## src/design/sobel_gradient_magnitude_squared_defines.svh

```systemverilog
// ---------------------------------------------------------------------------
// sobel gradient magnitude squared: assertion macros
// shared property forms for the block's concurrent checks
// ---------------------------------------------------------------------------
`ifndef SOBEL_GRADIENT_MAGNITUDE_SQUARED_DEFINES_SVH
`define SOBEL_GRADIENT_MAGNITUDE_SQUARED_DEFINES_SVH

// same-cycle implication, clocked on clk, off during reset
`define SGM_ASSERT_NOW(label, ante, cons, msg) \
	label: assert property (@(posedge clk) disable iff (!arst_n) (ante) |-> (cons)) \
		else $error(msg);

// next-cycle implication, clocked on clk, off during reset
`define SGM_ASSERT_NEXT(label, ante, cons, msg) \
	label: assert property (@(posedge clk) disable iff (!arst_n) (ante) |=> (cons)) \
		else $error(msg);

`endif

```

## src/design/sgm_pkg.sv

```systemverilog
`timescale 1ns / 1ps
// ---------------------------------------------------------------------------
// sgm_pkg
// widths, limits, register codes and shared types of the sobel block
// ---------------------------------------------------------------------------
package sgm_pkg;

	localparam int MAX_WIDTH  = 1024;
	localparam int MAX_HEIGHT = 4096;
	localparam int MIN_DIM    = 3;

	localparam int PIX_W  = 8;
	localparam int COL_W  = $clog2(MAX_WIDTH);
	localparam int ROW_W  = $clog2(MAX_HEIGHT);
	localparam int WREG_W = 11;
	localparam int HREG_W = 13;
	localparam int CFG_W  = 13;
	localparam int CFG_IDX_W = 1;
	localparam int SUM_W  = PIX_W + 2;
	localparam int GRAD_W = SUM_W + 1;
	localparam int SQ_W   = 20;
	localparam int MAG_W  = 21;

	localparam logic [WREG_W-1:0] WIDTH_RESET  = WREG_W'(640);
	localparam logic [HREG_W-1:0] HEIGHT_RESET = HREG_W'(480);

	localparam logic [CFG_IDX_W-1:0] REG_IMAGE_WIDTH  = CFG_IDX_W'(0);
	localparam logic [CFG_IDX_W-1:0] REG_IMAGE_HEIGHT = CFG_IDX_W'(1);

	typedef struct packed {
		logic [ROW_W-1:0] row;
		logic [COL_W-1:0] col;
		logic             emit;
	} pos_t;

	typedef struct packed {
		logic shift;
		logic load_s2;
		logic load_s3;
	} pipe_ctl_t;

	typedef struct packed {
		logic [SQ_W-1:0]  sqx;
		logic [SQ_W-1:0]  sqy;
		logic [ROW_W-1:0] row;
		logic [COL_W-1:0] col;
	} grad_t;

endpackage

```

## src/design/sgm_position.sv

```systemverilog
`timescale 1ns / 1ps
// ---------------------------------------------------------------------------
// sgm_position
// raster position counters with frame start, wrap and size clamping
// ---------------------------------------------------------------------------
module sgm_position import sgm_pkg::*; (
	input  logic              clk,
	input  logic              arst_n,
	input  logic              accept,
	input  logic              frame_start,
	input  logic [WREG_W-1:0] image_width,
	input  logic [HREG_W-1:0] image_height,
	output pos_t              cur
);

	logic [COL_W-1:0]  col_q;
	logic [ROW_W-1:0]  row_q;
	logic [WREG_W-1:0] w_lim;
	logic [HREG_W-1:0] h_lim;
	logic [COL_W-1:0]  c0;
	logic [HREG_W-1:0] r0;
	logic [HREG_W-1:0] r1;
	logic [COL_W-1:0]  col;
	logic [ROW_W-1:0]  row;
	logic [WREG_W-1:0] c_inc;
	logic [HREG_W-1:0] r_inc;
	logic [COL_W-1:0]  col_d;
	logic [ROW_W-1:0]  row_d;

	always_comb begin
		if (image_width < WREG_W'(MIN_DIM)) begin
			w_lim = WREG_W'(MIN_DIM);
		end else if (image_width > WREG_W'(MAX_WIDTH)) begin
			w_lim = WREG_W'(MAX_WIDTH);
		end else begin
			w_lim = image_width;
		end
		if (image_height < HREG_W'(MIN_DIM)) begin
			h_lim = HREG_W'(MIN_DIM);
		end else if (image_height > HREG_W'(MAX_HEIGHT)) begin
			h_lim = HREG_W'(MAX_HEIGHT);
		end else begin
			h_lim = image_height;
		end

		// position of the incoming word
		c0 = frame_start ? '0 : col_q;
		r0 = frame_start ? '0 : HREG_W'(row_q);
		if (WREG_W'(c0) >= w_lim) begin
			col = '0;
			r1  = r0 + HREG_W'(1);
		end else begin
			col = c0;
			r1  = r0;
		end
		row = (r1 >= h_lim) ? '0 : r1[ROW_W-1:0];

		// position of the word after it
		c_inc = WREG_W'(col) + WREG_W'(1);
		r_inc = HREG_W'(row) + HREG_W'(1);
		if (c_inc >= w_lim) begin
			col_d = '0;
			row_d = (r_inc >= h_lim) ? '0 : r_inc[ROW_W-1:0];
		end else begin
			col_d = c_inc[COL_W-1:0];
			row_d = row;
		end

		cur.row  = row;
		cur.col  = col;
		cur.emit = (row >= ROW_W'(2)) && (col >= COL_W'(2));
	end

	always_ff @(posedge clk or negedge arst_n) begin
		if (!arst_n) begin
			col_q <= '0;
			row_q <= '0;
		end else if (accept) begin
			col_q <= col_d;
			row_q <= row_d;
		end
	end

endmodule

```

## config.mk

```make
export PLATFORM = sky130hd
export DESIGN_NAME = sgm_position
export DESIGN_NICKNAME = d
export VERILOG_FILES = /design/src/design/sobel_gradient_magnitude_squared_defines.svh /design/src/design/sgm_pkg.sv /design/src/design/sgm_position.sv
export SDC_FILE = /design/constraint.sdc
export NUM_CORES = 1
export LEC_CHECK = 0
export BUFFER_PORTS_ARGS = -buffer_cell sky130_fd_sc_hd__clkbuf_2
export CELL_PAD_IN_SITES_DETAIL_PLACEMENT = 2
export CELL_PAD_IN_SITES_GLOBAL_PLACEMENT = 2
export CORE_MARGIN = 3
export CORE_UTILIZATION = 35
export DETAILED_ROUTE_END_ITERATION = 8
export MAX_ROUTING_LAYER = met4
export PLACE_DENSITY = 0.94
export SKIP_CTS_REPAIR_TIMING = 1
export SLEW_MARGIN = 20
export SYNTH_ARGS = -nofsm -noshare
export SYNTH_HDL_FRONTEND = slang
export SYNTH_SLANG_ARGS = --single-unit
```

## constraint.sdc

```tcl
create_clock -name clk -period 9.6 [get_ports clk]
set_input_delay 1.92 -clock clk [delete_from_list [all_inputs] [get_ports clk]]
set_output_delay 1.92 -clock clk [all_outputs]
set_load 0.01 [all_outputs]
```

# Word-level counts from Yosys, hierarchy flattened
# Index checks and enable logic that the tools add are counted.
dict set report totals {
  register_bits 22
}
dict set report op_classes {
  addsub 3
  magnitude_cmp 10
  n_mux 12
  reduce_logical 1
}
# op count
set ops {}
lappend ops {{$mux W12} 4}
lappend ops {{$mux W13} 3}
lappend ops {{$mux W10} 3}
lappend ops {{$add A12 B1 Y13 const B} 2}
lappend ops {{$ge A13 B13 Y1} 2}
lappend ops {{$mux W11} 2}
lappend ops {{$gt A13 B13 Y1 const B} 1}
lappend ops {{$lt A13 B2 Y1 const B} 1}
lappend ops {{$ge A12 B2 Y1 const B} 1}
lappend ops {{$add A10 B1 Y11 const B} 1}
lappend ops {{$ge A10 B11 Y1} 1}
lappend ops {{$ge A11 B11 Y1} 1}
lappend ops {{$gt A11 B11 Y1 const B} 1}
lappend ops {{$lt A11 B2 Y1 const B} 1}
lappend ops {{$ge A10 B2 Y1 const B} 1}
lappend ops {{$logic_and A1 B1 Y1} 1}

# Logic depth before layout (Yosys ltp)
dict set report logic_depth {
  word_depth 11
  ltp_mapped 33
  depth_no_buf 31
}

# Least setup slack after synthesis
# OpenSTA, ideal clock, no wires.
dict set report synth_timing {
  path_type {input -> output}
  start {input frame_start}
  end {output cur[0] in the netlist's numbering}
  arrival_time_ns 6.765
  slack_ns 0.915
  stages 23
  path_buffers 5
  path_cell_list {clkbuf_1 clkbuf_1 clkbuf_1 nor2_1 ha_1 a21oi_1 o22ai_4 a21o_2 buf_6 a221oi_2 a21o_1 inv_2 ha_1 and3_1 nand4_1 o2111ai_1 and2_1 buf_2 nor2_1 ha_1 or3_1 nor4b_1 a31oi_1}
}
# item line_no
set synth_rtl {}
lappend synth_rtl {{start, declared} sgm_position.sv:10} ;# input logic frame_start,
lappend synth_rtl {{end, declared} sgm_position.sv:13} ;# output pos_t cur

==> metrics.yaml <==
status: "completed"
fmax_mhz: 109
via_count: 4253
multi_input_area_um2: 3100
fin_util_pct: 41.0
grt_pass1_wl_um: 26100
setup-tns-final_ps: 0
start_kind: "primary input"
cts_buffers: 3
ir_worst_vdd_mv: 0.0547
syn-mean-instance-area_um2: 7.70
layout.nets: 619
clk_root_buffer_cell: "clkbuf_8"
seq_area_um2: 551
hold_viol: 0
yosysMostFrequentCell: "ha_1"
place.gp.congestion: 0.945
ys_types: 79
antenna_found_initial: 0
synth.area.top_cells: "ha_1 (17%), dfrtp_1 (14%), nand2_1 (4.6%), nor2_1 (4.5%), a21oi_1 (3.0%)"
finalWorstSetupSlack_ps: 388
crit_type: "primary input to output port"
setup_viol: 0
critPathMaxStageDelay_ps: 410
drive_gt1_share_pct: 17.3
wl_um: 15900
fillers: 1260
clockBufferDepth: 2
drc: 0
p_per_area_nw_per_um2: 122
place_hpwl_um: 13000
rsz0062_at_grt: "yes"
die_w_um: 110
yosys_register_bits: 22
ys.flop_type: "dfrtp_1"
clk_latency_ps: 290
overflow: 0
dp_slack_ps: 252
start_util_pct: 36.5
drt-vias-per-instance: 6.31
path_clk_slew_ps: 90
p_leak_nw: 2.06
synth-edff-count: 0
grt_pass1_vias: 4758
cp_cell_sequence: "clkbuf_2 -> inv_1 -> nand2_1 -> ha_1 -> a211o_1 -> nand2_1 -> nor2_1 -> o2bb2ai_1 -> mux2i_2 -> inv_1 -> ha_1 -> a21o_1 -> a211oi_1 -> o2111ai_1 -> nand2_1 -> nand2b_1 -> ha_1 -> or3_1 -> nor4b_1 -> a31oi_1 -> clkbuf_2"
clock-sinks: 22
max_slew_margin_pct: 50.7
cts_tree: "built"
met2_usage_pct: 45.6
drt-pass1-iter-count: 4
drtIter0Drc: 240
ios: 51
busiest_layer: "met2"
htreeDepth: 1
core_area_um2: 10500
cap_violations: 0
die_h_um: 110
ys_seq_area_share_pct: 14.4
async_reset_ff_share_pct: 100
grt_max_degree: 26
hp-class: "flip-flop to flip-flop"
ys_warn_count: 0
io_buffers: 50
ant_nets: 0
path_max_fanout: 12
wl_per_cell_um: 23.6
syn-num-nets: 576
period_needed_ps: 9210
worst-slew-pin-transition_ps: 735
met3_usage_pct: 2.47
crit_required_ps: 7680
fin_crit_sh_pct: 96.0
cp-end-kind: "output port"
synth_top_area_cell: "ha_1"
syn2layout_area_growth_pct: 12.2
grt_use_met1_pct: 33.1
insertedDiodeCount: 0
synth_top_area_share_pct: 17.0
crit_arrival_ps: 7290
netlist_instances: 496
netlist_area_um2: 3820
critPathSlowestCell: "mux2i_2"
grt.total_usage_pct: 26.6
finalMaxSlewViolations: 0
die_area_um2: 12200
row_count: 37
fin_skew_ps: 10.2
finalPower_mw: 0.523
synth_common_cells: "ha_1 (52), nand2_1 (47), nor2_1 (46)"
## layer usage
| metal | routed length [um] | part of all wire (%) | vias up |
|---|---|---|---|
| met5 | 0 | 0 | - |
| met4 | 459 | 2.9 | 0 |
| met3 | 711 | 4.5 | 37 |
| li1 | - | - | 1949 |
| met2 | 7870 | 49 | 155 |
| met1 | 6860 | 43 | 2112 |
## state kept, by name, indices dropped and copies added (netlist names)
signal / cells
row_q: 12
col_q: 10
## per-stage QoR
stage	area, um2	hold WS [ps]	std cells
2_1_floorplan	3820	489	496
3_3_place_gp	4210	513	670
3_5_place_dp	4210	551	670
4_1_cts	4280	569	674
5_1_grt	4290	594	674
6_report	4290	563	674
## where the power goes
| part | total [mW] | switching (mW) | internal [mW] |
|---|---|---|---|
| combinational | 0.301 | 0.191 | 0.110 |
| clock | 0.0943 | 0.0383 | 0.0559 |
| sequential | 0.128 | 0.0239 | 0.104 |
## path summary, 6_finish.rpt
check                                 from         to  slack (ps)  depth (start not counted)
max reg2reg                       col_q[9]  row_q[10]        2170                         29
min                               col_q[6]   col_q[6]         560                          2
min reg2reg                       col_q[6]   col_q[6]         560                          2
max                        image_width[10]     cur[0]         390                         21
min in group asynchronous           arst_n   col_q[9]        1640                          1
max in group asynchronous           arst_n   col_q[7]        7550                          1
## layout make-up
class	count	share of cell area, %
multi-input combinational	427	72.2
sequential	22	12.8
timing repair buffer	55	6.71
tap	136	3.97
inverter	30	2.63
clock buffer	3	0.963
clock inverter	1	0.700
## layout by cell type (no fill, tap or decap), types with 5 or more instances in the layout
cell type  Yosys  layout
nor2b_1       13      13
nor2_1        46      44
mux2i_1        7       6
xor2_1         7       7
and3_1        16      16
nand2_1       47      47
ha_1          52      52
a22o_1         5       5
and2_1         7       7
nand3_1       21      21
dfrtp_1       22      22
buf_4          0       5
a21oi_1       23      23
inv_1         28      28
nor3_1         7       7
o211ai_1       5       5
nand2b_1      16      16
o31ai_1        6       5
o21ai_0       10      10
clkbuf_2       0      50
nor4_1         9       9
a31oi_1       12      12
a21o_1        11      11
nand4_1       13      13
xnor2_1       11      11
## cell families after synthesis
group | share of synthesized area [%]
and+or+nand+nor | 30.1
AOI/OAI and AO/OA | 27.3
adders and majority gates | 17.0
buffers and inverters | 4.94
DFF | 14.4
xor gates and xnor gates | 4.13
muxes | 2.13
## critical path: cells and delay by family
kind | cells | cell delay (ps)
simple gates | 7 | 2010
compound gates | 6 | 1270
buf+inv | 4 | 740
fa+ha+maj | 3 | 950
mux | 1 | 410
Note: power is estimated with default switching activity, not from simulation.
