[src/design/sobel_gradient_magnitude_squared_defines.svh]
// ---------------------------------------------------------------------------
// sobel gradient magnitude squared: assertion macros
// shared property forms for the block's concurrent checks
// ---------------------------------------------------------------------------
`ifndef SOBEL_GRADIENT_MAGNITUDE_SQUARED_DEFINES_SVH
`define SOBEL_GRADIENT_MAGNITUDE_SQUARED_DEFINES_SVH

// same-cycle implication, clocked on clk, off during reset
`define SGM_ASSERT_NOW(label, ante, cons, msg) \
	label: assert property (@(posedge clk) disable iff (!arst_n) (ante) |-> (cons)) \
		else $error(msg);

// next-cycle implication, clocked on clk, off during reset
`define SGM_ASSERT_NEXT(label, ante, cons, msg) \
	label: assert property (@(posedge clk) disable iff (!arst_n) (ante) |=> (cons)) \
		else $error(msg);

`endif

[src/design/sgm_pkg.sv]
`timescale 1ns / 1ps
// ---------------------------------------------------------------------------
// sgm_pkg
// widths, limits, register codes and shared types of the sobel block
// ---------------------------------------------------------------------------
package sgm_pkg;

	localparam int MAX_WIDTH  = 1024;
	localparam int MAX_HEIGHT = 4096;
	localparam int MIN_DIM    = 3;

	localparam int PIX_W  = 8;
	localparam int COL_W  = $clog2(MAX_WIDTH);
	localparam int ROW_W  = $clog2(MAX_HEIGHT);
	localparam int WREG_W = 11;
	localparam int HREG_W = 13;
	localparam int CFG_W  = 13;
	localparam int CFG_IDX_W = 1;
	localparam int SUM_W  = PIX_W + 2;
	localparam int GRAD_W = SUM_W + 1;
	localparam int SQ_W   = 20;
	localparam int MAG_W  = 21;

	localparam logic [WREG_W-1:0] WIDTH_RESET  = WREG_W'(640);
	localparam logic [HREG_W-1:0] HEIGHT_RESET = HREG_W'(480);

	localparam logic [CFG_IDX_W-1:0] REG_IMAGE_WIDTH  = CFG_IDX_W'(0);
	localparam logic [CFG_IDX_W-1:0] REG_IMAGE_HEIGHT = CFG_IDX_W'(1);

	typedef struct packed {
		logic [ROW_W-1:0] row;
		logic [COL_W-1:0] col;
		logic             emit;
	} pos_t;

	typedef struct packed {
		logic shift;
		logic load_s2;
		logic load_s3;
	} pipe_ctl_t;

	typedef struct packed {
		logic [SQ_W-1:0]  sqx;
		logic [SQ_W-1:0]  sqy;
		logic [ROW_W-1:0] row;
		logic [COL_W-1:0] col;
	} grad_t;

endpackage

[src/design/sgm_kernel.sv]
`timescale 1ns / 1ps
// ---------------------------------------------------------------------------
// sgm_kernel
// 3x3 window, sobel responses and their squares over two pipeline stages
// ---------------------------------------------------------------------------
module sgm_kernel import sgm_pkg::*; (
	input  logic             clk,
	input  pipe_ctl_t        ctl,
	input  logic [PIX_W-1:0] upper,
	input  logic [PIX_W-1:0] middle,
	input  logic [PIX_W-1:0] px,
	input  pos_t             pos,
	output grad_t            res_s3
);

	// [row][col], col 1 is the newer of the two kept columns
	logic [PIX_W-1:0] win_q [3][2];
	logic [PIX_W-1:0] col_new [3];

	logic [SUM_W-1:0] sum_l;
	logic [SUM_W-1:0] sum_r;
	logic [SUM_W-1:0] sum_t;
	logic [SUM_W-1:0] sum_b;
	logic signed [GRAD_W-1:0] gx;
	logic signed [GRAD_W-1:0] gy;

	logic signed [GRAD_W-1:0] gx_s2;
	logic signed [GRAD_W-1:0] gy_s2;
	logic [ROW_W-1:0] row_s2;
	logic [COL_W-1:0] col_s2;
	logic signed [2*GRAD_W-1:0] sqx_full;
	logic signed [2*GRAD_W-1:0] sqy_full;

	assign col_new[0] = upper;
	assign col_new[1] = middle;
	assign col_new[2] = px;

	always_comb begin
		sum_l = SUM_W'(win_q[0][0]) + {1'b0, win_q[1][0], 1'b0} + SUM_W'(win_q[2][0]);
		sum_r = SUM_W'(upper) + {1'b0, middle, 1'b0} + SUM_W'(px);
		sum_t = SUM_W'(win_q[0][0]) + {1'b0, win_q[0][1], 1'b0} + SUM_W'(upper);
		sum_b = SUM_W'(win_q[2][0]) + {1'b0, win_q[2][1], 1'b0} + SUM_W'(px);
		gx = $signed({1'b0, sum_r}) - $signed({1'b0, sum_l});
		gy = $signed({1'b0, sum_b}) - $signed({1'b0, sum_t});
	end

	always_ff @(posedge clk) begin
		if (ctl.shift) begin
			for (int r = 0; r < 3; r++) begin
				win_q[r][0] <= win_q[r][1];
				win_q[r][1] <= col_new[r];
			end
		end
	end

	always_ff @(posedge clk) begin
		if (ctl.load_s2) begin
			gx_s2  <= gx;
			gy_s2  <= gy;
			row_s2 <= pos.row - ROW_W'(1);
			col_s2 <= pos.col - COL_W'(1);
		end
	end

	assign sqx_full = gx_s2 * gx_s2;
	assign sqy_full = gy_s2 * gy_s2;

	always_ff @(posedge clk) begin
		if (ctl.load_s3) begin
			res_s3.sqx <= sqx_full[SQ_W-1:0];
			res_s3.sqy <= sqy_full[SQ_W-1:0];
			res_s3.row <= row_s2;
			res_s3.col <= col_s2;
		end
	end

endmodule

[config.mk]
export PLATFORM = sky130hd
export DESIGN_NAME = sgm_kernel
export DESIGN_NICKNAME = d
export VERILOG_FILES = /design/src/design/sobel_gradient_magnitude_squared_defines.svh /design/src/design/sgm_pkg.sv /design/src/design/sgm_kernel.sv
export SDC_FILE = /design/constraint.sdc
export NUM_CORES = 1
export LEC_CHECK = 0
export BUFFER_PORTS_ARGS = -buffer_cell sky130_fd_sc_hd__clkbuf_2
export CORE_MARGIN = 2
export CORE_UTILIZATION = 64
export CTS_BUF_LIST = sky130_fd_sc_hd__clkbuf_8
export DETAILED_ROUTE_END_ITERATION = 8
export GPL_TIMING_DRIVEN = 0
export PLACE_DENSITY_LB_ADDON = 0.3
export REMOVE_ABC_BUFFERS = 1
export SLEW_MARGIN = 20
export SYNTH_ARGS = -nofsm -noshare
export SYNTH_HDL_FRONTEND = slang
export SYNTH_SLANG_ARGS = --single-unit
[constraint.sdc]
create_clock -name clk -period 6.1 [get_ports clk]
set_input_delay 0.61 -clock clk [delete_from_list [all_inputs] [get_ports clk]]
set_output_delay 0.61 -clock clk [all_outputs]
set_load 0.02 [all_outputs]
Word level (Yosys, flattened, before mapping):

Memory sizes are Yosys's and may differ from the RTL's.
Index checks and enable logic that the tools add are counted.

* memories kept: 1
* logic and storage cells: 25
* bits in registers: 106
* output and inout port bits: 62
* RAM bits: 48
* input bits: 51

Memory list
* win_q: words 3, width 16, rd ports 3, clocked after memory_dff 0, write ports 3, line sgm_kernel.sv:17 `logic [PIX_W-1:0] win_q [3][2];`

* $mul: 2
* multiplexer cells: 2
* add/subtract/negate cells: 12

Operator list (count)
* $add 10x8->10: 4
* $add 8x9->10: 4
* $mul 11x11->20: 2
* $sub 10x10->11: 2
* $sub 12x1->12 const B: 1
* $sub 10x1->10 const B: 1
* $mux 1: 2

Longest topological paths before layout:

Gate-level depths: netlist (run 1).
An unclocked memory read counts as a cell.

* word-level depth: 4
* mapped depth: 21
* depth with buffers taken out: 20

Least setup slack after synthesis (run 1):

Ideal clock, no wire load.

* path type: register -> register
* start point: register gy_s2[6]
* end point: register res_s3[36] in the netlist's numbering, data pin
* slack: 995 ps
* required time: 5920 ps
* library setup time: 180 ps
* cell stages (with the launch flop): 19
* buffers on the path: 1
* arrival: 4925 ps
* period minus slack after synthesis: 5105 ps
* path through: edfxtp_1 -> clkbuf_1 -> inv_1 -> nor2_1 -> inv_1 -> fa_1 -> fa_1 -> fa_1 -> inv_1 -> fa_1 -> inv_1 -> fa_1 -> inv_1 -> ha_1 -> or3_4 -> o211a_1 -> o21a_1 -> or4_1 -> o311ai_1

* cells in the longest elaborated chain, start to end: 1

RTL lines
* start, declared: line sgm_kernel.sv:28 `logic signed [GRAD_W-1:0] gy_s2;`
* start signal, assigned: line sgm_kernel.sv:59 `gy_s2 <= gy;`
* $mul 11x11->20: line sgm_kernel.sv:66 `assign sqy_full = gy_s2 * gy_s2;`
* via sqy_full[14]: line sgm_kernel.sv:32 `logic signed [2*GRAD_W-1:0] sqy_full;`
* end, declared: line sgm_kernel.sv:13 `output grad_t res_s3`

The timed path passes the listed nets, and every way through them passes these cells.
A chain may end at the register's enable or synchronous reset.

Final worst setup path (run 1):

* start point: register gy_s2[6]
* end point: register res_s3[41] in the netlist's numbering, data pin

Same word-level chain as after synthesis.

==> results of run 1 <==
-- worst register-to-register path, delay by kind of cell, from the launching register on --
family	cells	cell delay, ns
DFF	1	0.62
AOI/OAI and AO/OA	3	0.80
and+or+nand+nor	2	0.69
xor gates and xnor gates	1	0.12
adders and majority gates	6	2.64
buffers and inverters	5	0.48
-- stage by stage --
step / area (um2) / cells / setup WS (ns)
after floorplan: 14700 / 1258 / 1.104
after global placement: 15600 / 1652 / 0.7210
after detailed placement: 15630 / 1653 / 0.5774
after CTS: 16020 / 1685 / 0.5826
after global routing: 16020 / 1686 / 0.3034
final: 16020 / 1686 / 0.5299
-- cell type report --
| class | count | area (um2) |
|---|---|---|
| flip-flops and latches | 152 | 4564 |
| fillers | 1602 | 6619 |
| multi-input cells | 778 | 8902 |
| well taps | 285 | 356.6 |
| repair buffers | 110 | 573.1 |
| diodes | 1 | 2.502 |
| inverters | 328 | 1231 |
| clock buffers | 17 | 234.0 |
| clock inverters | 15 | 157.7 |
-- sequential cells by signal, summed over array words and instances, names as in the netlist --
signal and cells:
gx_s2 11, row_s2 12, res_s3 60, gy_s2 11, col_s2 10, win_q 48
-- cell usage in the layout (no fill, tap or decap), drive strengths merged, types with 3 or more instances in the layout --
| cell type | netlist | layout |
|---|---|---|
| a211oi | 3 | 3 |
| a31oi | 7 | 7 |
| o21ai | 20 | 20 |
| nor4 | 4 | 4 |
| ha | 111 | 111 |
| nand2 | 69 | 69 |
| nor2b | 24 | 24 |
| nor2 | 60 | 60 |
| xor2 | 26 | 26 |
| clkbuf | 15 | 125 |
| or2 | 4 | 4 |
| nand2b | 4 | 4 |
| o21a | 6 | 6 |
| o211ai | 6 | 6 |
| a21oi | 24 | 24 |
| nor3 | 13 | 13 |
| fa | 250 | 250 |
| xnor2 | 56 | 56 |
| a21o | 6 | 6 |
| and2 | 41 | 41 |
| a21boi | 6 | 6 |
| or3 | 6 | 6 |
| clkinv | 1 | 6 |
| or4 | 3 | 3 |
| inv | 327 | 335 |
| edfxtp | 152 | 152 |
| nand3 | 5 | 5 |
-- path summary, 6_finish.rpt --
path | start | cells past startpoint | to | slack (ns)
max | gy_s2[6] | 17 | res_s3[41] | 0.53
min reg2reg | win_q[1][4] | 0 | win_q[1][12] | 0.42
min | middle[7] | 1 | win_q[1][7] | 0.36
max reg2reg | gy_s2[6] | 17 | res_s3[41] | 0.53
-- routing by layer --
metal	up-vias	global-route usage	wire, um
met1	4556	0.3346	11220
met5	-	0	0
met2	282	0.3909	13170
met4	0	0.06640	464
li1	4164	-	-
met3	33	0.03361	1467
-- logic make-up after synthesis --
kind of cell             after synthesis  synth area share
AND/OR/NAND/NOR                      236           0.07787
XOR/XNOR                              82           0.04864
flip-flops                           152            0.3091
buffers and inverters                345           0.08821
adder cells (fa/ha/maj)              361            0.4330
other                                  1         0.0002540
multiplexers                           2          0.001356
AO/OA/AOI/OAI                         95           0.04152
-- cell usage after synthesis, types with 3 or more instances --
cell type and instances:
fa_1 250, or3_1 5, clkbuf_1 15, a21boi_0 6, and2_1 41, a31oi_1 7, nor4_1 3, o211ai_1 6
xnor2_1 56, a211oi_1 3, a21oi_1 24, a21o_1 6, or4_1 3, edfxtp_1 152, inv_1 327, ha_1 111
nor2_1 60, o21ai_0 18, nand2_1 69, nor2b_1 24, o21a_1 6, nor3_1 13, nand2b_1 4, or2_2 4
nand3_1 5, xor2_1 26
==> impl_metrics.py, run 1 <==
metrics = {
    "sta": {
        "tightest_slew_ns": 0.6948,
        "hold_viol_final": 0,
        "fmax_ghz": 0.1795,
        "period_minus_slack_ns": 5.570,
        "post-route-period-util": 0.9131,
        "fin_setup_tns_ns": 0,
        "rsz0062_at_grt": "false",
        "final_max_slew_viol_count": 0,
        "skew_ns": 0.02032,
        "slew_headroom": 0.5368,
        "hold_ws_ns": 0.3551,
        "setup_viol": 0,
    },
    "worst_setup_path": {
        "cpLargestDelayFamily": "adder cells",
        "critPathRequiredTime_ns": 6.34,
        "critical_path_class": "register to register",
        "critPathMaxStageDelay_ns": 0.62,
        "critPathSlowestCell": "edfxtp_1",
        "crit_chain": "inv_1, nor2_1, inv_1, fa_1, fa_1, fa_1, inv_1, fa_1, inv_1, fa_1, inv_1, ha_1, or3_4, o211ai_1, a21oi_1, o22ai_1, xnor2_1",
        "arrival_ns": 5.81,
        "endpoint_kind": "register",
        "path_buf_inv": 5,
        "critPathMaxFanout": 9,
        "critPathLaunchType": "register",
    },
    "drt": {
        "wl_per_cell_um": 15.61,
        "vias": 9035,
        "antenna_left": 0,
        "drt-initial-drc-count": 613,
        "drc": 0,
        "via_per_inst": 5.359,
        "first_pass_iters": 5,
        "wirelength_mm": 26.32,
    },
    "logic_synthesis": {
        "ys.flop_type": "edfxtp_1",
        "seq_area_frac_synth": 0.3091,
        "synth_top_area_frac": 0.3390,
        "synth_area_per_cell_um2": 11.59,
        "synthArstFlopShare": 0,
        "synth_edf_count": 152,
        "ys_warn_count": 0,
        "synth_cells": 1274,
        "netlist_area_um2": 14770,
        "synth_area_leaders": "fa_1, edfxtp_1, ha_1",
        "yosys.area.top_type": "fa_1",
        "ys_ff_latch": 152,
        "synth_cell_types": 48,
    },
    "placement": {
        "dp_hpwl_mm": 21.20,
        "gp_congestion": 0.8660,
        "port_buffers": 109,
    },
    "floorplanning": {
        "die_width_um": 155.9,
        "start_util": 0.6522,
        "die-height_um": 155.9,
        "rows": 55,
        "core-area_um2": 22640,
        "die_area_um2": 24300,
        "num_io_pins": 113,
    },
    "clock_tree": {
        "cts_root_buffer": "clkbuf_8",
        "clk_latency_ns": 0.48,
        "numCtsBuffers": 17,
        "cts_setup_buffers": 0,
        "clk_pin_slew_ns": 0.12,
        "cts.sinks": 152,
        "cts_tree": "done",
        "cts.htree.levels": 4,
        "cts_hold_buf": 0,
        "post_cts_resize_count": 0,
        "clockBufferDepth": 2,
    },
    "worst_hold_path": {
        "min_path_type": "primary input to register",
    },
    "grt": {
        "grt_pass1_vias": 9471,
        "antenna_found_initial": 1,
        "grt_pass1_wl_mm": 44.57,
        "overflow": 0,
        "track_usage": 0.2366,
        "grt_max_degree": 49,
    },
    "cells_and_area": {
        "drive_gt1_frac": 0.1071,
        "nets": 1799,
        "post-route-util": 0.7077,
        "area_growth_pct": 8.508,
    },
    "outcome": {
        "status": "completed",
    },
    "flow_run": {
        "cap_violations": 0,
    },
}
Power of run 1 is not shown: default switching activity piles up to over one toggle a cycle in this logic, so the estimate is an artifact.
==> inputs of run 2 (changes only) <==
- RECOVER_POWER: default -> 50
==> impl_metrics.py, run 2 (synthesis gave the netlist of run 1 again) <==
metrics = {
    "outcome": {
        "status": "finished, violations left",
        "violations": "capacitance limit, slew limit",
    },
    "clock_tree": {
        "cts.sinks": 152,
        "clk_pin_slew_ns": 0.10,
        "numCtsBuffers": 17,
        "cts_hold_buf": 0,
        "cts.htree.levels": 4,
        "cts_setup_buffers": 0,
        "cts_tree": "done",
        "clk_latency_ns": 0.48,
        "post_cts_resize_count": 0,
        "clockBufferDepth": 2,
        "cts_root_buffer": "clkbuf_8",
    },
    "placement": {
        "dp_hpwl_mm": 21.20,
        "gp_congestion": 0.8660,
        "port_buffers": 109,
    },
    "grt": {
        "antenna_found_initial": 1,
        "grt_pass1_wl_mm": 44.57,
        "grt_max_degree": 49,
        "overflow": 0,
        "grt_pass1_vias": 9471,
        "track_usage": 0.2366,
    },
    "sta": {
        "setup_viol": 0,
        "tightest_slew_ns": 2.637,
        "final_max_slew_viol_count": 135,
        "slew_headroom": -0.7581,
        "post-route-period-util": 0.9081,
        "rsz0062_at_grt": "false",
        "fin_setup_tns_ns": 0,
        "skew_ns": 0.02006,
        "period_minus_slack_ns": 5.539,
        "fmax_ghz": 0.1805,
        "hold_viol_final": 0,
    },
    "floorplanning": {
        "die_width_um": 155.9,
        "die_area_um2": 24300,
        "core-area_um2": 22640,
        "start_util": 0.6522,
        "die-height_um": 155.9,
        "num_io_pins": 113,
        "rows": 55,
    },
    "worst_hold_path": {
        "min_path_type": "primary input to register",
        "hold_depth": 1,
        "holdPathEnd": "win_q[1][7]",
        "hold_start": "middle[7]",
    },
    "worst_setup_path": {
        "rrSetupSlack_ns": 0.56,
        "critPathLaunchType": "register",
        "crit_chain": "inv_1, nor2_1, inv_1, fa_1, fa_1, fa_1, inv_1, fa_1, inv_1, fa_1, inv_1, ha_1, or3_4, o211a_1, o21a_1, or4_1, o311ai_1",
        "critPathMaxFanout": 9,
        "cpLargestDelayFamily": "adder cells",
        "arrival_ns": 5.83,
        "r2r-end": "res_s3[36]",
        "crit-reg2reg-launch": "gy_s2[6]",
        "critical_path_class": "register to register",
        "critPathSlowestCell": "edfxtp_1",
        "rr_worst_depth": 17,
        "path_buf_inv": 5,
        "endpoint_kind": "register",
        "critPathMaxStageDelay_ns": 0.61,
        "critPathRequiredTime_ns": 6.39,
    },
    "drt": {
        "wl_per_cell_um": 15.64,
        "wirelength_mm": 26.39,
        "via_per_inst": 5.332,
        "first_pass_iters": 4,
        "vias": 8995,
        "drt-initial-drc-count": 605,
        "antenna_left": 0,
        "drc": 0,
    },
    "cells_and_area": {
        "final_cell_mix": "inv_1, fa_1, edfxtp_1",
        "drive_gt1_frac": 0.08571,
        "nets": 1799,
        "top_regs": "res_s3 (60), win_q (48), row_s2 (12)",
        "largest_register_ffs": 60,
        "top_register": "res_s3",
        "final_common_cell": "inv_1",
        "area_growth_pct": 8.118,
    },
    "flow_run": {
        "cap_violations": 3,
    },
}
==> run 2: cell count changes in the layout (fill, tap and decap cells not counted) <==
cell / previous run / this run
clkbuf_1: 0 / 30
clkbuf_2: 106 / 80
clkbuf_4: 2 / 0
buf_12: 1 / 0
buf_4: 1 / 0
diode_2: 1 / 2
==> run 2: stage by stage <==
step	cell area (um2)	std cells	setup slack [ns]	hold slack, ns	utilization
final	15960	1687	0.5609	0.3891	0.7051
after global routing	15960	1686	0.3034	0.3852	0.7050
after CTS	16020	1685	0.5826	0.3325	0.7074
after detailed placement	15630	1653	0.5774	0.4045	0.6901
after global placement	15600	1652	0.7210	0.4001	0.6890
after floorplan	14700	1258	1.104	0.4003	-
==> run 2: per-layer routing <==
layer / routed length [um] / track usage / vias up / share of wire
met5: 0 / 0 / - / 0
met4: 525 / 0.06640 / 0 / 0.020
met3: 1321 / 0.03361 / 40 / 0.050
met2: 13140 / 0.3909 / 242 / 0.50
met1: 11400 / 0.3346 / 4546 / 0.43
li1: - / - / 4167 / -
==> run 2: final cells by class <==
cell class | instances | area (um2)
multi-input combinational | 778 | 8902
fill | 1616 | 6676
sequential | 152 | 4564
inverter | 328 | 1231
timing repair buffer | 110 | 513.0
tap | 285 | 356.6
clock buffer | 17 | 234.0
clock inverter | 15 | 157.7
antenna | 2 | 5.005
==> run 2: how the worst max path moves through the flow <==
| stage | endpoint | from | slack, ns | cells past startpoint |
|---|---|---|---|---|
| finish | res_s3[36] | gy_s2[6] | 0.56 | 17 |
| global route | res_s3[36] | gy_s2[6] | 0.30 | 17 |
| CTS | res_s3[36] | gy_s2[6] | 0.58 | 17 |
| detailed placement | res_s3[41] | gy_s2[6] | 0.58 | 17 |
| global placement | res_s3[41] | gy_s2[6] | 0.72 | 17 |
| floorplan | res_s3[36] | gy_s2[6] | 1.10 | 17 |
Power of run 2 is left out for the same reason.
